[src/hdl/ofpq_pkg.sv]
// shared types, constants and codes for the oldest-first priority queue
package ofpq_pkg;

	localparam int DEPTH    = 16;
	localparam int TAG_BITS = 32;

	localparam int AGE_W   = 8;
	localparam int TAG_W   = 32;
	localparam int COUNT_W = 5;
	localparam int IDX_W   = (DEPTH > 1) ? $clog2(DEPTH) : 1;
	localparam int FILL_W  = $clog2(DEPTH + 1);

	localparam logic FUNC_INSERT = 1'b0;
	localparam logic FUNC_REMOVE = 1'b1;

	typedef enum logic [1:0] {
		ST_OK    = 2'd0,
		ST_EMPTY = 2'd1,
		ST_FULL  = 2'd2
	} status_t;

	typedef enum logic [1:0] {
		S_IDLE,
		S_SCAN,
		S_SHIFT
	} state_t;

	typedef struct packed {
		logic load;
		logic shift;
	} cell_ctl_t;

endpackage

[src/hdl/ofpq_req_if.sv]
// request channel: operation code and entry payload
interface ofpq_req_if import ofpq_pkg::*; ();
	logic               valid;
	logic               ready;
	logic               func;
	logic [AGE_W-1:0]   age;
	logic [TAG_W-1:0]   tag;

	modport source (output valid, func, age, tag, input ready);
	modport sink   (input valid, func, age, tag, output ready);
endinterface

[src/hdl/ofpq_rsp_if.sv]
// response channel: outcome, removed entry and fill level
interface ofpq_rsp_if import ofpq_pkg::*; ();
	logic               valid;
	logic               ready;
	logic [1:0]         status;
	logic [AGE_W-1:0]   removed_age;
	logic [TAG_W-1:0]   removed_tag;
	logic [COUNT_W-1:0] count;
	logic               is_empty;

	modport source (output valid, status, removed_age, removed_tag, count, is_empty,
		input ready);
	modport sink   (input valid, status, removed_age, removed_tag, count, is_empty,
		output ready);
endinterface

[src/hdl/ofpq_cell.sv]
// one storage cell of the entry chain: loads a new entry or takes its neighbor's
module ofpq_cell import ofpq_pkg::*; (
	input  logic                clk,
	input  cell_ctl_t           ctl,
	input  logic [AGE_W-1:0]    new_age,
	input  logic [TAG_BITS-1:0] new_tag,
	input  logic [AGE_W-1:0]    nxt_age,
	input  logic [TAG_BITS-1:0] nxt_tag,
	output logic [AGE_W-1:0]    age,
	output logic [TAG_BITS-1:0] tag
);

	logic [AGE_W-1:0]    age_q;
	logic [TAG_BITS-1:0] tag_q;

	always_ff @(posedge clk) begin
		if (ctl.load) begin
			age_q <= new_age;
			tag_q <= new_tag;
		end else if (ctl.shift) begin
			age_q <= nxt_age;
			tag_q <= nxt_tag;
		end
	end

	assign age = age_q;
	assign tag = tag_q;

endmodule

[src/hdl/ofpq_ctrl.sv]
// sequencer: fill count, max-age scan over the cells, response register
module ofpq_ctrl import ofpq_pkg::*; (
	input  logic                clk,
	input  logic                arst_n,
	ofpq_req_if.sink            req,
	ofpq_rsp_if.source          rsp,
	input  logic [AGE_W-1:0]    cell_age [DEPTH],
	input  logic [TAG_BITS-1:0] cell_tag [DEPTH],
	output cell_ctl_t           cell_ctl [DEPTH]
);

	state_t              state_q, state_d;
	logic [FILL_W-1:0]   fill_q;
	logic [IDX_W-1:0]    scan_q;
	logic [IDX_W-1:0]    best_idx_q;
	logic [AGE_W-1:0]    best_age_q;
	logic                rsp_valid_q;
	status_t             status_q;
	logic [AGE_W-1:0]    rm_age_q;
	logic [TAG_W-1:0]    rm_tag_q;
	logic [COUNT_W-1:0]  count_q;
	logic                empty_q;

	logic                accept;
	logic                is_full;
	logic                is_none;
	logic                ins_ok;
	logic [IDX_W-1:0]    last_idx;
	logic [AGE_W-1:0]    scan_age;

	assign is_full  = (fill_q == FILL_W'(DEPTH));
	assign is_none  = (fill_q == '0);
	assign last_idx = IDX_W'(fill_q - 1'b1);
	assign scan_age = cell_age[scan_q];

	// next state
	always_comb begin
		state_d = state_q;
		unique case (state_q)
			S_IDLE: begin
				if (accept && req.func == FUNC_REMOVE && !is_none) begin
					state_d = (fill_q == FILL_W'(1)) ? S_SHIFT : S_SCAN;
				end
			end
			S_SCAN: begin
				if (scan_q == last_idx) state_d = S_SHIFT;
			end
			S_SHIFT: state_d = S_IDLE;
			default: state_d = S_IDLE;
		endcase
	end

	// outputs: handshake and per-cell controls
	always_comb begin
		req.ready = (state_q == S_IDLE) && (!rsp_valid_q || rsp.ready);
		accept    = req.valid && req.ready;
		ins_ok    = accept && req.func == FUNC_INSERT && !is_full;
		for (int j = 0; j < DEPTH; j++) begin
			cell_ctl[j].load  = ins_ok && (fill_q == FILL_W'(j));
			cell_ctl[j].shift = (state_q == S_SHIFT) && (IDX_W'(j) >= best_idx_q);
		end
	end

	always_ff @(posedge clk or negedge arst_n) begin
		if (!arst_n) begin
			state_q     <= S_IDLE;
			fill_q      <= '0;
			rsp_valid_q <= 1'b0;
		end else begin
			state_q <= state_d;
			if (ins_ok) begin
				fill_q <= fill_q + 1'b1;
			end else if (state_q == S_SHIFT) begin
				fill_q <= fill_q - 1'b1;
			end
			if (accept && (req.func == FUNC_INSERT || is_none)) begin
				rsp_valid_q <= 1'b1;
			end else if (state_q == S_SHIFT) begin
				rsp_valid_q <= 1'b1;
			end else if (rsp.ready) begin
				rsp_valid_q <= 1'b0;
			end
		end
	end

	// scan registers and response payload
	always_ff @(posedge clk) begin
		if (accept && req.func == FUNC_REMOVE) begin
			best_age_q <= cell_age[0];
			best_idx_q <= '0;
			scan_q     <= IDX_W'(1);
		end else if (state_q == S_SCAN) begin
			// strict compare keeps the earliest arrival on equal ages
			if (scan_age > best_age_q) begin
				best_age_q <= scan_age;
				best_idx_q <= scan_q;
			end
			scan_q <= scan_q + 1'b1;
		end

		if (accept) begin
			rm_age_q <= '0;
			rm_tag_q <= '0;
			if (req.func == FUNC_INSERT) begin
				status_q <= is_full ? ST_FULL : ST_OK;
				count_q  <= COUNT_W'(is_full ? fill_q : fill_q + 1'b1);
				empty_q  <= 1'b0;
			end else begin
				status_q <= ST_EMPTY;
				count_q  <= '0;
				empty_q  <= 1'b1;
			end
		end else if (state_q == S_SHIFT) begin
			status_q <= ST_OK;
			rm_age_q <= best_age_q;
			rm_tag_q <= TAG_W'(cell_tag[best_idx_q]);
			count_q  <= COUNT_W'(fill_q - 1'b1);
			empty_q  <= (fill_q == FILL_W'(1));
		end
	end

	assign rsp.valid       = rsp_valid_q;
	assign rsp.status      = status_q;
	assign rsp.removed_age = rm_age_q;
	assign rsp.removed_tag = rm_tag_q;
	assign rsp.count       = count_q;
	assign rsp.is_empty    = empty_q;

endmodule

[src/hdl/oldest_first_priority_queue.sv]
// top level of the oldest-first priority queue: cell chain and sequencer
//
// usage:
//   req carries one item per handshake: func (insert or remove), age, tag.
//   rsp returns exactly one item per request: status, removed_age,
//   removed_tag, count and is_empty, in request order.
//   entries live in a chain of cells in arrival order, cell 0 oldest.
// sequencing:
//   insert, and remove on an empty queue: result in the cycle after accept,
//   one such item per cycle while rsp.ready is high.
//   remove on a queue holding n entries: the sequencer scans the cells one
//   per cycle for the greatest age (earliest arrival wins ties), then the
//   winner and the cells behind it take their neighbor's entry in the
//   shift state, which registers the result; requests wait until then.
// reset:
//   arst_n empties the queue and clears the response valid flag; cell
//   contents are left as they are and only filled cells are ever read.
// stalls:
//   the response register holds its item while rsp.ready is low; a new
//   request is taken when idle and the register is free or being emptied.
module oldest_first_priority_queue import ofpq_pkg::*; (
	input  logic       clk,
	input  logic       arst_n,
	ofpq_req_if.sink   req,
	ofpq_rsp_if.source rsp
);

	logic [AGE_W-1:0]    cell_age [DEPTH];
	logic [TAG_BITS-1:0] cell_tag [DEPTH];
	cell_ctl_t           cell_ctl [DEPTH];
	logic [TAG_BITS-1:0] new_tag;

	// stored tags are TAG_BITS wide, equal to TAG_W, so the whole tag is kept
	assign new_tag = TAG_BITS'(req.tag);

	ofpq_ctrl u_ctrl (
		.clk      (clk),
		.arst_n   (arst_n),
		.req      (req),
		.rsp      (rsp),
		.cell_age (cell_age),
		.cell_tag (cell_tag),
		.cell_ctl (cell_ctl)
	);

	// chain of cells, each may take the entry of the cell behind it
	for (genvar j = 0; j < DEPTH; j++) begin : g_cell
		logic [AGE_W-1:0]    nxt_age;
		logic [TAG_BITS-1:0] nxt_tag;

		if (j == DEPTH - 1) begin : g_tail
			// last cell has no neighbor: it keeps its own entry
			assign nxt_age = cell_age[j];
			assign nxt_tag = cell_tag[j];
		end else begin : g_mid
			assign nxt_age = cell_age[j+1];
			assign nxt_tag = cell_tag[j+1];
		end

		ofpq_cell u_cell (
			.clk     (clk),
			.ctl     (cell_ctl[j]),
			.new_age (req.age),
			.new_tag (new_tag),
			.nxt_age (nxt_age),
			.nxt_tag (nxt_tag),
			.age     (cell_age[j]),
			.tag     (cell_tag[j])
		);
	end

endmodule
[src/flat_wrapper.sv]
// flat-port wrapper written by rule: the top's interface ports become plain ports
module oldest_first_priority_queue_flat import ofpq_pkg::*;
  (clk, arst_n, req_valid, req_func, req_age, req_tag, req_ready, rsp_valid, rsp_status, rsp_removed_age, rsp_removed_tag, rsp_count, rsp_is_empty, rsp_ready);
  ofpq_req_if req_i ();
  ofpq_rsp_if rsp_i ();
  input  logic clk;
  input  logic arst_n;
  input wire logic [$bits(req_i.valid)-1:0] req_valid;
  input wire logic [$bits(req_i.func)-1:0] req_func;
  input wire logic [$bits(req_i.age)-1:0] req_age;
  input wire logic [$bits(req_i.tag)-1:0] req_tag;
  output wire logic [$bits(req_i.ready)-1:0] req_ready;
  output wire logic [$bits(rsp_i.valid)-1:0] rsp_valid;
  output wire logic [$bits(rsp_i.status)-1:0] rsp_status;
  output wire logic [$bits(rsp_i.removed_age)-1:0] rsp_removed_age;
  output wire logic [$bits(rsp_i.removed_tag)-1:0] rsp_removed_tag;
  output wire logic [$bits(rsp_i.count)-1:0] rsp_count;
  output wire logic [$bits(rsp_i.is_empty)-1:0] rsp_is_empty;
  input wire logic [$bits(rsp_i.ready)-1:0] rsp_ready;
  assign req_i.valid = req_valid;
  assign req_i.func = req_func;
  assign req_i.age = req_age;
  assign req_i.tag = req_tag;
  assign req_ready = req_i.ready;
  assign rsp_valid = rsp_i.valid;
  assign rsp_status = rsp_i.status;
  assign rsp_removed_age = rsp_i.removed_age;
  assign rsp_removed_tag = rsp_i.removed_tag;
  assign rsp_count = rsp_i.count;
  assign rsp_is_empty = rsp_i.is_empty;
  assign rsp_i.ready = rsp_ready;
  oldest_first_priority_queue u_core (.clk(clk), .arst_n(arst_n), .req(req_i), .rsp(rsp_i));
endmodule
[config.mk]
export PLATFORM = sky130hd
export DESIGN_NAME = oldest_first_priority_queue_flat
export DESIGN_NICKNAME = d
export VERILOG_FILES = /design/src/hdl/ofpq_pkg.sv /design/src/hdl/ofpq_req_if.sv /design/src/hdl/ofpq_rsp_if.sv /design/src/hdl/ofpq_cell.sv /design/src/hdl/ofpq_ctrl.sv /design/src/hdl/oldest_first_priority_queue.sv /design/src/flat_wrapper.sv
export SDC_FILE = /design/constraint.sdc
export NUM_CORES = 1
export LEC_CHECK = 0
export BUFFER_PORTS_ARGS = -buffer_cell sky130_fd_sc_hd__buf_4
export CORE_AREA = 2 2 347 349
export CTS_BUF_LIST = sky130_fd_sc_hd__clkbuf_4 sky130_fd_sc_hd__clkbuf_8 sky130_fd_sc_hd__clkbuf_16
export CTS_CLUSTER_SIZE = 16
export DETAILED_ROUTE_END_ITERATION = 6
export DIE_AREA = 0 0 349 351
export PLACE_DENSITY = 0.46
export SYNTH_ARGS = -nofsm -noshare
export SYNTH_HDL_FRONTEND = slang
export SYNTH_SLANG_ARGS = --single-unit
[constraint.sdc]
create_clock -name clk -period 5.8 [get_ports clk]
set_clock_uncertainty 0.2 [all_clocks]
set_input_delay 1.16 -clock clk [delete_from_list [all_inputs] [get_ports clk]]
set_output_delay 1.16 -clock clk [all_outputs]
set_load 0.03 [all_outputs]
# After elaboration in Yosys (flattened, before gate mapping)
# Cells that the tools add are included.
totals:
  register_bits: 712
  out_inout_bits: 50
  word_cells: 244
classes:
  addsub: 3
  magnitude_cmp: 18
  eq_ne: 21
  mux: 88
  n_bitwise: 3
  n_reduce_logical: 68
ops:
  columns: ["cell", "count"]
  rows:
  - ["two-way mux 32 bit", 32]
  - ["two-way mux 8 bit", 35]
  - ["binary-select mux 32 bit (select 4 bit)", 1]
  - ["equality test 5 x 4 -> 1 bit, second input constant", 8]
  - ["logical AND 1 bit", 38]
  - ["nonzero test 2 bit", 19]
  - ["binary-select mux 8 bit (select 4 bit)", 1]
  - ["greater-or-equal comparator 4 bit, first input constant", 7]
  - ["two-way mux 5 bit", 5]
  - ["equality test 5 x 3 -> 1 bit, second input constant", 4]
  - ["greater-or-equal comparator 3 x 4 -> 1 bit, first input constant", 4]
  - ["two-way mux 2 bit", 7]
  - ["equality test 5 x 2 -> 1 bit, second input constant", 2]
  - ["greater-or-equal comparator 5 bit, second input constant", 2]
  - ["inverter 4 -> 5 bit", 2]
  - ["greater-or-equal comparator 1 x 4 -> 1 bit, first input constant", 2]
  - ["greater-or-equal comparator 2 x 4 -> 1 bit, first input constant", 2]
  - ["greater-than comparator 8 bit", 1]
  - ["two-way mux 1 bit", 6]
  - ["AND reduction 2 bit", 3]
  - ["adder 5 x 1 -> 5 bit, second input constant", 1]
  - ["equality test 5 x 1 -> 1 bit, second input constant", 1]
  - ["equality test 5 bit, second input constant", 1]
  - ["zero test 5 bit", 1]
  - ["other kinds (12)", 16]

# Depth between registers and ports, before layout
# Gate-level depths: netlist (run 1).
depth:
  word_depth: 8
  depth_mapped: 12
  ltp_nobuf: 10

# Modules after synthesis
# Synthesis (run 1) repeated with hierarchy kept, for this count alone.
hier_totals:
  cells_unflattened: 2246
  area_unflattened_um2: 38683.4
by_module_without_submodules:
  columns: ["module", "n_inst", "cells_each", "area_per_inst_um2", "seq_area_each_um2"]
  rows:
  - ["ofpq_cell", 16, 86, 1895.6, 1201.2]
  - ["ofpq_ctrl", 1, 870, 8354.3, 1641.6]

# Worst setup path before layout (run 1)
# No wires, ideal clock.
synth_path:
  kind: "reg-to-reg"
  from: "register u_core.u_ctrl.best_idx_q[3]"
  to: "register u_core.g_cell[0].u_cell.age_q[0], enable pin"
  setup_ps: 493
  arrival_ps: 4087
  slack_ps: 1021
  path_stages_with_launch: 6
  period_less_slack_ps: 4779
  cell_sequence: "dfxtp_1 > buf_4 > buf_4 > buf_2 > or3_1 > o21ai_0"
synth_via:
  elab_chain_len: 3
synth_lines:
  columns: ["item", "line_no", "source"]
  rows:
  - ["start: declaration", "ofpq_ctrl.sv:15", "logic [IDX_W-1:0] best_idx_q;"]
  - ["start signal: assignment", "ofpq_ctrl.sv:96", "best_idx_q <= scan_q;"]
  - ["greater-or-equal comparator 1 x 4 -> 1 bit", "ofpq_ctrl.sv:60", "cell_ctl[j].shift = (state_q == S_SHIFT) && (IDX_W'(j) >= best_idx_q);"]
  - ["logical AND 1 bit", "ofpq_ctrl.sv:60", null]
  - ["nonzero test 2 bit (no line)", null, null]
  - ["end signal: assignment", "ofpq_cell.sv:18", "age_q <= new_age;"]
  - ["end signal: assignment", "ofpq_cell.sv:21", "age_q <= nxt_age;"]
  - ["end: declaration", "ofpq_cell.sv:13", "logic [AGE_W-1:0] age_q;"]
# No other way between the ends.
# A chain may end at the register's enable or synchronous reset.

# Worst setup path after layout (run 1)
layout_path:
  from: "register u_core.u_ctrl.scan_q[2]"
  to: "register u_core.u_ctrl.best_age_q[4], enable pin"
layout_via:
  elab_chain_len: 7
layout_lines:
  columns: ["item", "line_no", "source"]
  rows:
  - ["start: declaration", "ofpq_ctrl.sv:14", "logic [IDX_W-1:0] scan_q;"]
  - ["start signal: assignment", "ofpq_ctrl.sv:98", "scan_q <= scan_q + 1'b1;"]
  - ["inverter 4 -> 5 bit (not written as such)", "ofpq_ctrl.sv:34", "assign scan_age = cell_age[scan_q];"]
  - ["binary-select mux 8 bit (select 4 bit)", "ofpq_ctrl.sv:34", null]
  - ["two-way mux 8 bit (not written as such) (2 in series)", "ofpq_ctrl.sv:34", null]
  - ["greater-than comparator 8 bit", "ofpq_ctrl.sv:94", "if (scan_age > best_age_q) begin"]
  - ["nonzero test 2 bit (no line)", null, null]
  - ["AND reduction 2 bit (no line)", null, null]
  - ["end signal: assignment", "ofpq_ctrl.sv:89", "best_age_q <= cell_age[0];"]
  - ["end signal: assignment", "ofpq_ctrl.sv:95", "best_age_q <= scan_age;"]
  - ["end: declaration", "ofpq_ctrl.sv:16", "logic [AGE_W-1:0] best_age_q;"]
# No other way between the ends. The select of a mux whose other input is x is not followed.

==> results of run 1 <==
[per-layer routing]
layer  share of wire [%]  GRT usage, %  vias to the layer above
met5               0.021             0                        -
met4                 2.0          4.93                        4
met3                 5.1          3.29                      143
met2                  49          32.0                      587
met1                  44          24.9                    11000
li1                    -             -                     8786
[cells by family (layout without fill, tap and decap cells)]
family	Yosys count	in the layout	synth area share, %
DFF	712	712	58.8
AOI/OAI and AO/OA	207	207	4.02
buffers and inverters	209	309	3.57
and+or+nand+nor	212	212	3.18
muxes	827	827	29.6
adders and majority gates	15	15	0.529
xor gates and xnor gates	14	14	0.345
[synth_stat cells, types with 4 or more instances]
library cell / n / share of area [%]
a211o_1: 4 / 0.099
a211oi_1: 22 / 0.47
a21o_1: 7 / 0.15
a21oi_1: 43 / 0.61
a22oi_1: 27 / 0.57
a32oi_1: 13 / 0.32
and3_1: 12 / 0.21
buf_1: 6 / 0.063
buf_2: 49 / 0.69
buf_4: 28 / 0.59
buf_6: 40 / 1.3
clkbuf_1: 73 / 0.77
dfrtp_1: 8 / 0.56
dfxtp_1: 48 / 2.7
edfxtp_1: 656 / 56
ha_1: 15 / 0.53
inv_1: 10 / 0.11
mux2_1: 37 / 1.2
mux2_2: 544 / 17
mux2_4: 39 / 1.6
mux2i_1: 103 / 2.9
mux4_2: 104 / 6.6
nand2_1: 92 / 0.97
nand2b_1: 5 / 0.088
nand3_1: 30 / 0.42
nor2_1: 23 / 0.24
nor2_4: 4 / 0.13
nor2b_1: 6 / 0.11
nor3_1: 10 / 0.14
o21ai_0: 16 / 0.23
o221ai_1: 19 / 0.47
o22ai_1: 27 / 0.48
o31ai_1: 19 / 0.40
xnor2_1: 11 / 0.27
[power breakdown]
group | total (mW) | internal (mW) | leakage, nW | switching [mW]
registers | 7.43 | 6.69 | 6.41 | 0.741
clock network | 5.47 | 3.26 | 1.43 | 2.21
logic | 5.09 | 2.00 | 5.45 | 3.09
[worst max path at each step]
stage                                                           to  slack, ps  cells after the start
after floorplan           u_core.g_cell[0].u_cell.age[0]$_DFFE_PP_       1020                      5
after global placement    u_core.g_cell[6].u_cell.tag[1]$_DFFE_PP_       1600                      5
after detailed placement  u_core.g_cell[7].u_cell.tag[6]$_DFFE_PP_       1510                      6
after CTS                    u_core.u_ctrl.best_age_q[4]$_DFFE_PP_       1600                      9
after global routing         u_core.u_ctrl.best_age_q[7]$_DFFE_PP_       1340                      9
final                        u_core.u_ctrl.best_age_q[4]$_DFFE_PP_       1590                      9
[layout make-up]
| cell class | instances | area, um2 |
|---|---|---|
| repair buffers | 140 | 1060 |
| flip-flops and latches | 712 | 20900 |
| clock inverters | 36 | 373 |
| inverters | 12 | 45.0 |
| multi-input cells | 1275 | 13600 |
| fillers | 11300 | 78700 |
| clock buffers | 121 | 2450 |
| well taps | 1548 | 1940 |
[cells in the final DEF, fill, tap and decap left out, types with 37 or more instances in the layout]
cell / Yosys / final
a21oi_1: 43 / 43
buf_4: 28 / 139
clkbuf_16: 0 / 85
dfxtp_1: 48 / 43
edfxtp_1: 656 / 656
mux2_1: 37 / 37
mux2_2: 544 / 544
mux2_4: 39 / 39
mux2i_1: 103 / 103
mux4_2: 104 / 104
nand2_1: 92 / 89
[registers in the layout (all words and copies together), names as in the netlist]
register	count
u_core.g_cell.u_cell.tag	512
u_core.g_cell.u_cell.age	128
u_core.u_ctrl.rsp.removed_tag	32
u_core.u_ctrl.best_age_q	8
u_core.u_ctrl.rsp.removed_age	8
u_core.u_ctrl.fill_q	5
u_core.u_ctrl.rsp.count	5
u_core.u_ctrl.best_idx_q	4
u_core.u_ctrl.scan_q	4
u_core.u_ctrl.rsp.status	2
u_core.u_ctrl.state_q	2
u_core.u_ctrl.rsp.is_empty	1
u_core.u_ctrl.rsp.valid	1
[worst reg2reg max path: stages (launching register included)]
cell      delay [ps]
dfxtp_2          920
buf_4            390
mux4_2           520
a211oi_1         240
a21oi_1           80
ha_1             300
and3_1           170
a221o_1          370
o211ai_1         220
nand3_1          410
==> impl.org, run 1 <==
** Run status
- The flow ran to the end, and the final reports show no timing, DRC or antenna violations.

** Timing
- Final TNS setup :: 0 ps
- Final period utilization :: 72.5%
- Final-report max-slew violation count :: 0
- Worst hold slack :: 118 ps
- Setup violations remaining at the end of the flow were counted as 0.
- Final hold vios :: 0
- Fmax :: 0.238 GHz
- Worst relative slew slack :: 16.3%
- Shortest clock period the worst path allows after layout :: 4210 ps
- At the pin with the least slew margin, the transition time is 1250 ps.
- Setup repair after global routing left no endpoint under its margin.
- In the post-route analysis, the smallest setup slack over all paths is 1590 ps.

** Floorplan
- Die width :: 349 um
- The core region is 119000 um2.
- The floorplan has 127 rows.
- Full die area :: 122000 um2
- Die height :: 351 um
- Starting density of the core :: 29.8%
- 95 I/O pins were placed.

** CTS
- The H-tree generated during clock tree synthesis spans 3 levels.
- Clock transition time at the flip-flop clock pins of the worst setup and hold paths :: 60 ps
- The tree is rooted in a clkbuf_16.
- Clock latency on the worst-skew pair, taken at its later pin, is 660 ps.
- Counting along the longest clock path gives a buffer depth of 3.
- Post-CTS resize count :: 0
- CTS hold repair buffers :: 0
- Number of sinks handled by clock tree synthesis :: 712
- Number of buffers inserted during clock tree synthesis :: 84
- TritonCTS built the clock tree.
- After clock tree synthesis, the setup repair step added 0 buffers.

** Cells and area
- The finished cells cover 40300 um2.
- The net count of the finished layout is 2285.
- Post-layout util :: 33.9%
- In the final layout, the share of cells above drive strength 1 is 44.7%.
- 0 antenna diodes ended up in the layout.
- Post-route non-filler standard cell count :: 3844
- Layout area overhead :: 13.6%

** Yosys
- Of all flip-flops after synthesis, the portion carrying an async set or reset was 1.12%.
- Net count after synthesis :: 2256
- Number of distinct standard cells referenced by the synthesized netlist :: 61
- Post-synth EDFFs :: 656
- Of the synthesized area, sequential elements account for 58.8%.
- Post-synthesis sequential element count :: 712
- Synthesis produced a netlist whose cell count is 2196.
- Leading register cell type out of synthesis :: edfxtp_1
- Yosys synthesis warning count :: 0
- Dividing the synthesized area by the synthesized cell count gives 16.2 um2.
- Syn Std Cell Area :: 35500 um2

** Worst setup path
- Arrival time at the worst endpoint :: 4280 ps
- Counting both buffers and inverters, the worst setup path holds a total of 1.
- Reg-to-reg critical path startpoint :: u_core.u_ctrl.scan_q[2]$_SDFFE_PP0P_
- Type of element capturing the critical path :: register
- Data on the critical path is required at its endpoint by 5870 ps.
- On the critical path the largest part of the delay comes from flip-flops.
- Largest stage delay, worst path :: 920 ps
- The endpoint identified for the worst register-to-register timing path is u_core.u_ctrl.best_age_q[4]$_DFFE_PP_.
- Element type at the critical path start :: register
- Reg-to-reg slack, setup :: 1590 ps
- Worst r2r path cells :: 9
- Traced cell by cell, the critical path runs through buf_4 -> mux4_2 -> a211oi_1 -> a21oi_1 -> ha_1 -> and3_1 -> a221o_1 -> o211ai_1 -> nand3_1.
- Worst setup path class :: register to register
- Of all nets on the critical path, the largest fanout is 31.
- The most critical setup path has its startpoint at u_core.u_ctrl.scan_q[2]$_SDFFE_PP0P_.
- Slowest cell on crit path :: dfxtp_2

** Placement
- At the end of routability-driven placement, the weighted congestion stood at 0.795.
- At the placement stage, the worst setup path has a slack of 1510 ps.
- In this run the tool buffered the top-level ports with 94 buffer cells.
- Detailed placement ended at an HPWL of 66300 um.
- Including well taps, the total number of placed cells is 3687.
- Once placement finished, the instance area stood at 37500 um2.

** Power and ir drop
- Overall power of the completed layout :: 18.0 mW
- The worst-case IR drop observed on VDD is 0.000227 V.
- For this design the ratio of total power to cell area is 446 nW/um2.
- P_leak :: 13.3 nW

** GRT
- In the global route stage, overall resource usage came out at 18.9%.
- Pin count of the biggest net entering global routing :: 66
- The total overflow left after global routing is 0.
- The number of global-route vias before repair was 21800.
- The number of antenna violations at the first check in global routing was 2.
- The first global-routing pass estimated 165000 um of wire.

** Route
- The detail route stage leaves a number of antenna-violating nets equal to 0.
- The first detailed-routing pass ran for 5 iterations.
- In the routed layout, each cell is associated on average with a via count of 5.33.
- Remaining DRCs :: 0
- For this block, the routed nets add up to 116000 um of wire.
- Number of DRC violations after detailed-routing iteration 0 :: 1714
- Dividing the detail-routed wire length by the instance count gives 30.3 um.
- Vias after detailed routing :: 20500

** Job
- Number of max-capacitance violations reported :: 0

** Worst hold path
- Type of the tightest min-delay check :: primary input to asynchronous set/reset pin
Power figures use the tool's default switching activity.
==> inputs of run 2 (changes only) <==
==> constraint.sdc (replaced) <==
create_clock -name clk -period 4.3 [get_ports clk]
set_clock_uncertainty 0.2 [all_clocks]
set_input_delay 0.86 -clock clk [delete_from_list [all_inputs] [get_ports clk]]
set_output_delay 0.86 -clock clk [all_outputs]
set_load 0.03 [all_outputs]
==> impl.org, run 2 (synthesized netlist as in run 1, its figures left out) <==
** Run status
- The run finished with clean final reports.

** Floorplan
- Die width :: 349 um (unchanged)
- Core area :: 119000 um2 (unchanged)
- The initial core utilization is 29.8% (unchanged).
- Total I/O pin count :: 95 (unchanged)
- The total die area came to 122000 um2 (unchanged).
- The row count was 127 (unchanged).
- The vertical die dimension came to 351 um (unchanged).

** GRT
- Vias in the first global route :: 21900 (+0.32%)
- The met3 usage in global routing was 3.09% (-0.20 points).
- The global-route wire length before repair came to 168000 um (+1.5%).
- Met2 Usage GRT :: 31.3% (-0.63 points)
- The number of antenna violations at the first check in global routing came to 5 (+3).
- The met1 capacity usage during global routing is 26.4% (+1.5 points).
- The combined global-route utilization of all metal layers came to 19.2% (+0.31 points).
- GRT Residual Overflow :: 0 (unchanged)
- The layer flagged by global routing as most heavily used is met2.
- Pin count of the biggest net entering global routing :: 52 (-21%)

** Worst setup path
- Worst r2r path cells :: 10 (+1)
- The arrival time of data at the critical path endpoint was 3870 ps (-410 ps).
- Data required time at the worst endpoint :: 4400 ps (-1470 ps)
- STA classifies the critical path endpoint as a register.
- Worst Path Max Fanout :: 11 (-65%)
- Endpoint of the most critical setup path :: u_core.u_ctrl.best_age_q[5]$_DFFE_PP_
- In this run the worst setup path begins at u_core.u_ctrl.scan_q[1]$_SDFFE_PP0P_.
- The worst setup path is launched from a register.
- The minimum setup slack among reg-to-reg paths was 530 ps (-1060 ps).
- Reg-to-reg critical path startpoint :: u_core.u_ctrl.scan_q[1]$_SDFFE_PP0P_
- The worst register-to-register path ends at u_core.u_ctrl.best_age_q[5]$_DFFE_PP_.
- Worst setup path class :: register to register

** Route
- Wire per inst :: 30.5 um (+0.95%)
- The count of antenna-violating nets left after detailed routing was 0 (unchanged).
- The final routed DRC violation total is 0 (unchanged).
- Vias after detailed routing :: 20800 (+1.4%)
- The first-pass iteration count of the detailed router was 5 (unchanged).
- Number of DRC violations after detailed-routing iteration 0 :: 1807 (+5.4%)
- The routed wire length was 118000 um (+1.8%).
- Detail-routed via count per cell :: 5.36 (+0.57%)

** Cells and area
- The flip-flop count of the largest register, all copies and words added was 512 (unchanged).
- NumNets Final :: 2320 (+1.5%)
- The number of filler cells placed in the layout came to 11300 (+0.13%).
- Fraction of final layout cells with drive strength greater than 1 :: 45.3% (+0.56 points)
- The area growth from synthesis to layout is 14.8%.
- Leaving out fill and tap cells, the most frequent cells in the layout are edfxtp_1, mux2_2, buf_4, mux4_2, mux2i_1.
- Post-route non-filler standard cell count :: 3876 (+0.83%)
- Leaving out fill and tap cells, the most frequent cell in the layout is edfxtp_1.

** Power and ir drop
- The switching portion of total power is 33.7% (+0.17 points).
- Combinational fraction of design power :: 29.5% (+1.2 points)
- Cell area power density :: 597 nW/um2 (+34%)
- The share of total power in sequential cells came to 40.8% (-0.5 points).
- The largest vdd supply drop is 0.000298 V (+32%).
- The clock network power share came to 29.7% (-0.7 points).
- The total power draw was 24.3 mW (+35%).
- The net load switching power was 8.20 mW (+36%).
- The internal power contribution was 16.1 mW (+35%).
- The static leakage power is 13.5 nW (+1.5%).

** Timing
- Final number of setup-violating endpoints :: 0 (unchanged)
- The final worst-path cycle share was 87.6% (+15 points).
- Setup repair after global routing left no endpoint under its margin.
- The final critical path time including I/O delays and setup was 3770 ps (-442 ps).
- Final-report max-slew violation count :: 0 (unchanged)
- The tightest slew margin relative to the limit came to 24.4% (+8.0 points).
- The actual slew at the worst max-slew pin was 1130 ps (-117 ps).
- Fmax :: 0.266 GHz (+12%)
- The number of hold-slack violations in the final timing report is 0 (unchanged).

** CTS
- The post-CTS setup buffer count came to 0 (unchanged).
- The number of buffers inserted for hold repair after clock tree synthesis was 1 (+1).
- Post-CTS resize count :: 0 (unchanged)
- CTS H-tree lvls :: 3 (unchanged)
- Root cell of the clock tree :: clkbuf_16
- Clock transition time at the flip-flop clock pins of the worst setup and hold paths :: 60 ps (about the same)
- TritonCTS built the clock tree.
- Number of buffers inserted during clock tree synthesis :: 82 (-2.4%)
- The count of clock tree sinks is 712 (unchanged).
- Insertion delay of the later-clocked pin in the worst-skew pair :: 660 ps (about the same)
- The buffer levels on the longest clock path was 3 (unchanged).

** Worst hold path
- The worst hold path belongs to the class register to register.

** Placement
- Placed instance count :: 3723 (+0.98%)
- Routability Congestion :: 0.802 (+0.89%)
- The number of port buffers is 94 (unchanged).
- The half-perimeter wire length after placement was 70800 um (+6.7%).

** Job
- The number of violations of the max-capacitance limit was 0 (unchanged).
run 2: critical path: stages (launching register included):
cell and delay, ps:
dfxtp_1 510, buf_4 300, mux4_2 520, mux2i_1 400, nand2_1 120, o21ai_1 190, ha_1 290, nand4_1 140
nand2_1 90, a211o_1 380, nand3_1 300
run 2: per-layer routing:
| metal | wire [um] | vias to the layer above | share of wire (%) |
|---|---|---|---|
| met1 | 53500 | 11100 | 45 |
| met4 | 2400 | 8 | 2.0 |
| met3 | 6090 | 152 | 5.1 |
| li1 | - | 8871 | - |
| met2 | 56400 | 608 | 48 |
| met5 | 48 | - | 0.041 |
run 2: area by class of cell:
cell class | instances | area, um2 | area share (%)
timing repair buffer | 177 | 1590 | 3.91
multi-input combinational | 1275 | 13500 | 33.2
clock inverter | 42 | 433 | 1.06
inverter | 12 | 45.0 | 0.111
sequential | 712 | 20900 | 51.2
clock buffer | 109 | 2330 | 5.71
tap | 1548 | 1940 | 4.75
antenna | 1 | 2.50 | 0.00614
run 2: power by group through the flow:
stage / logic, mW / clock network (mW) / registers (mW)
4_1_cts: 7.25 / 7.40 / 9.93
3_5_place_dp: 7.22 / 0 / 10.1
5_1_grt: 7.65 / 7.66 / 10.0
3_3_place_gp: 7.19 / 0 / 10.0
2_1_floorplan: 4.49 / 0 / 9.87
6_report: 7.16 / 7.24 / 9.92
run 2: how the worst min path moves through the flow:
stage | startpoint | depth (start not counted) | to
final | u_core.u_ctrl.rsp.removed_age[0]$_SDFFE_PP0P_ | 2 | u_core.u_ctrl.rsp.removed_age[0]$_SDFFE_PP0P_
after global routing | u_core.u_ctrl.rsp.removed_age[4]$_SDFFE_PP0P_ | 2 | u_core.u_ctrl.rsp.removed_age[4]$_SDFFE_PP0P_
after CTS | u_core.u_ctrl.rsp.removed_age[0]$_SDFFE_PP0P_ | 2 | u_core.u_ctrl.rsp.removed_age[0]$_SDFFE_PP0P_
after detailed placement | u_core.u_ctrl.rsp.removed_age[4]$_SDFFE_PP0P_ | 2 | u_core.u_ctrl.rsp.removed_age[4]$_SDFFE_PP0P_
after global placement | u_core.u_ctrl.rsp.removed_age[4]$_SDFFE_PP0P_ | 2 | u_core.u_ctrl.rsp.removed_age[4]$_SDFFE_PP0P_
after floorplan | u_core.u_ctrl.best_age_q[1]$_DFFE_PP_ | 2 | u_core.u_ctrl.rsp.removed_age[1]$_SDFFE_PP0P_
run 2: per-stage QoR:
step | setup TNS (ps) | cell area, um2 | hold slack, ps | worst slack (ps) | utilization, %
after floorplan | -38350 | 35500 | 297 | -479 | -
after global placement | 0 | 38000 | 257 | 569 | 31.9
after detailed placement | 0 | 38000 | 259 | 539 | 31.9
after CTS | 0 | 40700 | 267 | 596 | 34.2
after global routing | 0 | 40700 | 276 | 419 | 34.2
final | 0 | 40700 | 263 | 534 | 34.2
==> inputs of run 3 (changes only) <==
--- a/config.mk
+++ b/config.mk
@@ -6,12 +6,14 @@
 export NUM_CORES = 1
 export LEC_CHECK = 0
 export BUFFER_PORTS_ARGS = -buffer_cell sky130_fd_sc_hd__buf_4
+export CAP_MARGIN = 40
 export CORE_AREA = 2 2 347 349
 export CTS_BUF_LIST = sky130_fd_sc_hd__clkbuf_4 sky130_fd_sc_hd__clkbuf_8 sky130_fd_sc_hd__clkbuf_16
 export CTS_CLUSTER_SIZE = 16
 export DETAILED_ROUTE_END_ITERATION = 6
 export DIE_AREA = 0 0 349 351
 export PLACE_DENSITY = 0.46
+export REMOVE_ABC_BUFFERS = 1
 export SYNTH_ARGS = -nofsm -noshare
 export SYNTH_HDL_FRONTEND = slang
 export SYNTH_SLANG_ARGS = --single-unit
==> impl.org, run 3 (synthesized netlist as in run 1, its figures left out) <==
** Run status
- Run status :: finished, final reports clean

** Timing
- Final-report max-slew violation count :: 0 (unchanged)
- Shortest clock period the worst path allows after layout :: 3740 ps (-23.4 ps)
- Worst hold slack :: 258 ps (-5.28 ps)
- Fmax :: 0.267 GHz (+0.63%)
- The final worst-path cycle share was 87.0% (-0.55 points).
- RSZ-0062 raised after global routing :: no
- The total setup violations reported at the end of the flow is 0 (unchanged).
- Worst relative slew slack :: 37.0% (+13 points)
- Final hold vios :: 0 (unchanged)
- Tightest Pin Transition :: 937 ps (-196 ps)

** Floorplan
- The initial core utilization came to 29.8% (unchanged).
- Total I/O pin count :: 95 (unchanged)
- Die width :: 349 um (unchanged)
- The vertical die dimension is 351 um (unchanged).
- The total die area was 122000 um2 (unchanged).
- Core area :: 119000 um2 (unchanged)
- FP Rows :: 127 (unchanged)

** Cells and area
- Leaving out fill and tap cells, the most frequent cell in the layout is edfxtp_1.
- In the layout the commonest cells are edfxtp_1, mux2_2, buf_4, mux4_2, mux2i_1.
- Largest register FFs :: 512 (unchanged)
- The synthesis-to-finish area growth is 14.9% (about the same).
- Antenna cell count :: 0 (-1)
- The area of all placed cells without fillers came to 40800 um2 (about the same).
- NumNets Final :: 2326 (+0.26%)
- The share of layout cells above drive strength 1 is 45.1% (-0.18 points).

** GRT
- Number of antenna violations at the first check in global routing :: 2 (-3)
- GRT Residual Overflow :: 0 (unchanged)
- Vias in the first global route :: 21700 (-0.63%)
- Global-route wire length before repair :: 164000 um (-2.6%)
- Overall routing resource usage :: 18.5% (-0.70 points)
- The largest net degree at the start of global routing is 50 (-3.8%).

** Worst setup path
- The minimum setup slack among reg-to-reg paths is 560 ps (+20 ps).
- Type of element capturing the critical path :: register
- Element type at the critical path start :: register
- The arrival time of data at the critical path endpoint was 3810 ps (-60 ps).
- Worst setup path class :: register to register
- The maximum fanout along the worst path came to 42 (+31).
- Data required time at the worst endpoint :: 4370 ps (-30 ps)

** Route
- Wire per inst :: 29.5 um (-3.5%)
- Number of routed nets with antenna violations :: 0 (unchanged)
- The routed wire length was 114000 um (-3.4%).
- Remaining DRCs :: 0 (unchanged)
- The vias per cell came to 5.36 (about the same).
- The violation count after the first detailed-routing iteration is 1873 (+3.7%).
- Vias after detailed routing :: 20800 (+0.087%)
- The first-pass iteration count of the detailed router was 5 (unchanged).

** Power and ir drop
- The power density normalized to cell area came to 590 nW/um2 (-1.2%).
- Switching Share :: 33.6% (-0.17 points)
- Combinational fraction of design power :: 30.2% (+0.7 points)
- The net load switching power came to 8.07 mW (-1.7%).
- The share of total power in sequential cells was 40.9% (about the same).
- The static leakage power came to 13.5 nW (+0.22%).
- Clk network pwr share :: 28.9% (-0.8 points)
- Maximum vdd ir drop :: 0.000358 V (+20%)
- Internal Pwr Total :: 16.0 mW (-0.92%)

** CTS
- The CTS clock-pin slew for the worst setup and hold paths came to 70 ps (about the same).
- # Post-CTS Setup Buffers :: 0 (unchanged)
- The buffer levels on the longest clock path came to 3 (unchanged).
- The CTS buffer count is 82 (unchanged).
- Number of sinks handled by clock tree synthesis :: 712 (unchanged)
- The root buffer cell chosen for the clock tree is clkbuf_16.
- The maximum level of the CTS H-tree came to 3 (unchanged).
- The number of instances resized during post-cts repair was 0 (unchanged).
- Clock tree from TritonCTS :: built
- Insertion delay of the later-clocked pin in the worst-skew pair :: 640 ps (-20 ps)
- CTS hold repair buffers :: 1 (unchanged)

** Worst hold path
- Type of the tightest min-delay check :: register to register

** Placement
- Area after detailed placement :: 38100 um2 (+0.43%)
- Buffers on Ports :: 94 (unchanged)
- The global placement routability congestion is 0.792 (-1.2%).
- The half-perimeter wire length after placement is 68900 um (-2.7%).

** Job
- Number of max-capacitance violations reported :: 0 (unchanged)
==> run 3: power groups by stage <==
| stage | Combinational, mW | Clock (mW) | Sequential, mW |
|---|---|---|---|
| 2_1_floorplan | 3.96 | 0 | 10.3 |
| 3_5_place_dp | 7.30 | 0 | 9.97 |
| 6_report | 7.26 | 6.94 | 9.83 |
| 3_3_place_gp | 7.20 | 0 | 9.95 |
| 5_1_grt | 7.81 | 7.38 | 9.94 |
| 4_1_cts | 7.34 | 7.13 | 9.84 |
==> run 3: final timing paths <==
| path | start | endpoint | cells after the start |
|---|---|---|---|
| max | u_core.u_ctrl.scan_q[2]$_SDFFE_PP0P_ | u_core.u_ctrl.best_age_q[0]$_DFFE_PP_ | 10 |
| min | u_core.u_ctrl.rsp.removed_age[4]$_SDFFE_PP0P_ | u_core.u_ctrl.rsp.removed_age[4]$_SDFFE_PP0P_ | 2 |
| max reg2reg | u_core.u_ctrl.scan_q[2]$_SDFFE_PP0P_ | u_core.u_ctrl.best_age_q[0]$_DFFE_PP_ | 10 |
| min reg2reg | u_core.u_ctrl.rsp.removed_age[4]$_SDFFE_PP0P_ | u_core.u_ctrl.rsp.removed_age[4]$_SDFFE_PP0P_ | 2 |
| max in group asynchronous | arst_n | u_core.u_ctrl.state_q[1]$_DFFE_PN0P_ | 2 |
| min in group asynchronous | arst_n | u_core.u_ctrl.fill_q[4]$_DFFE_PN0P_ | 2 |
==> run 3: final cells by class <==
cell class	instances	area, um2
clock buffer	107	2310
clock inverter	43	313
fill	11200	78200
inverter	12	45.0
multi-input combinational	1275	13600
sequential	712	20900
tap	1548	1940
timing repair buffer	183	1740
==> run 3: critical path, cell delays in order, from the launching register on <==
cell,delay (ps)
dfxtp_2,600
buf_12,340
mux2i_1,120
a22oi_1,210
nand2_1,80
nor3_1,330
ha_1,320
and3_1,180
a221o_1,360
o211ai_1,200
nand3_1,410
==> run 3: stage by stage <==
step	setup TNS (ps)	worst slack, ps	utilization [%]	power (mW)	instances
after floorplan	-1408190	-4400	-	14.3	1999
after global placement	0	565	31.9	17.2	3722
after detailed placement	0	556	32.0	17.3	3729
after CTS	0	552	34.3	24.3	3880
after global routing	0	318	34.3	25.1	3880
final	0	558	34.3	24.0	3880
==> run 3: metal layers <==
metal	GRT usage [%]	routed length (um)	share of wire [%]
met4	4.20	1980	1.7
met2	31.0	55700	49
met5	0	12	0.010
met3	2.62	5850	5.1
met1	25.2	50900	44
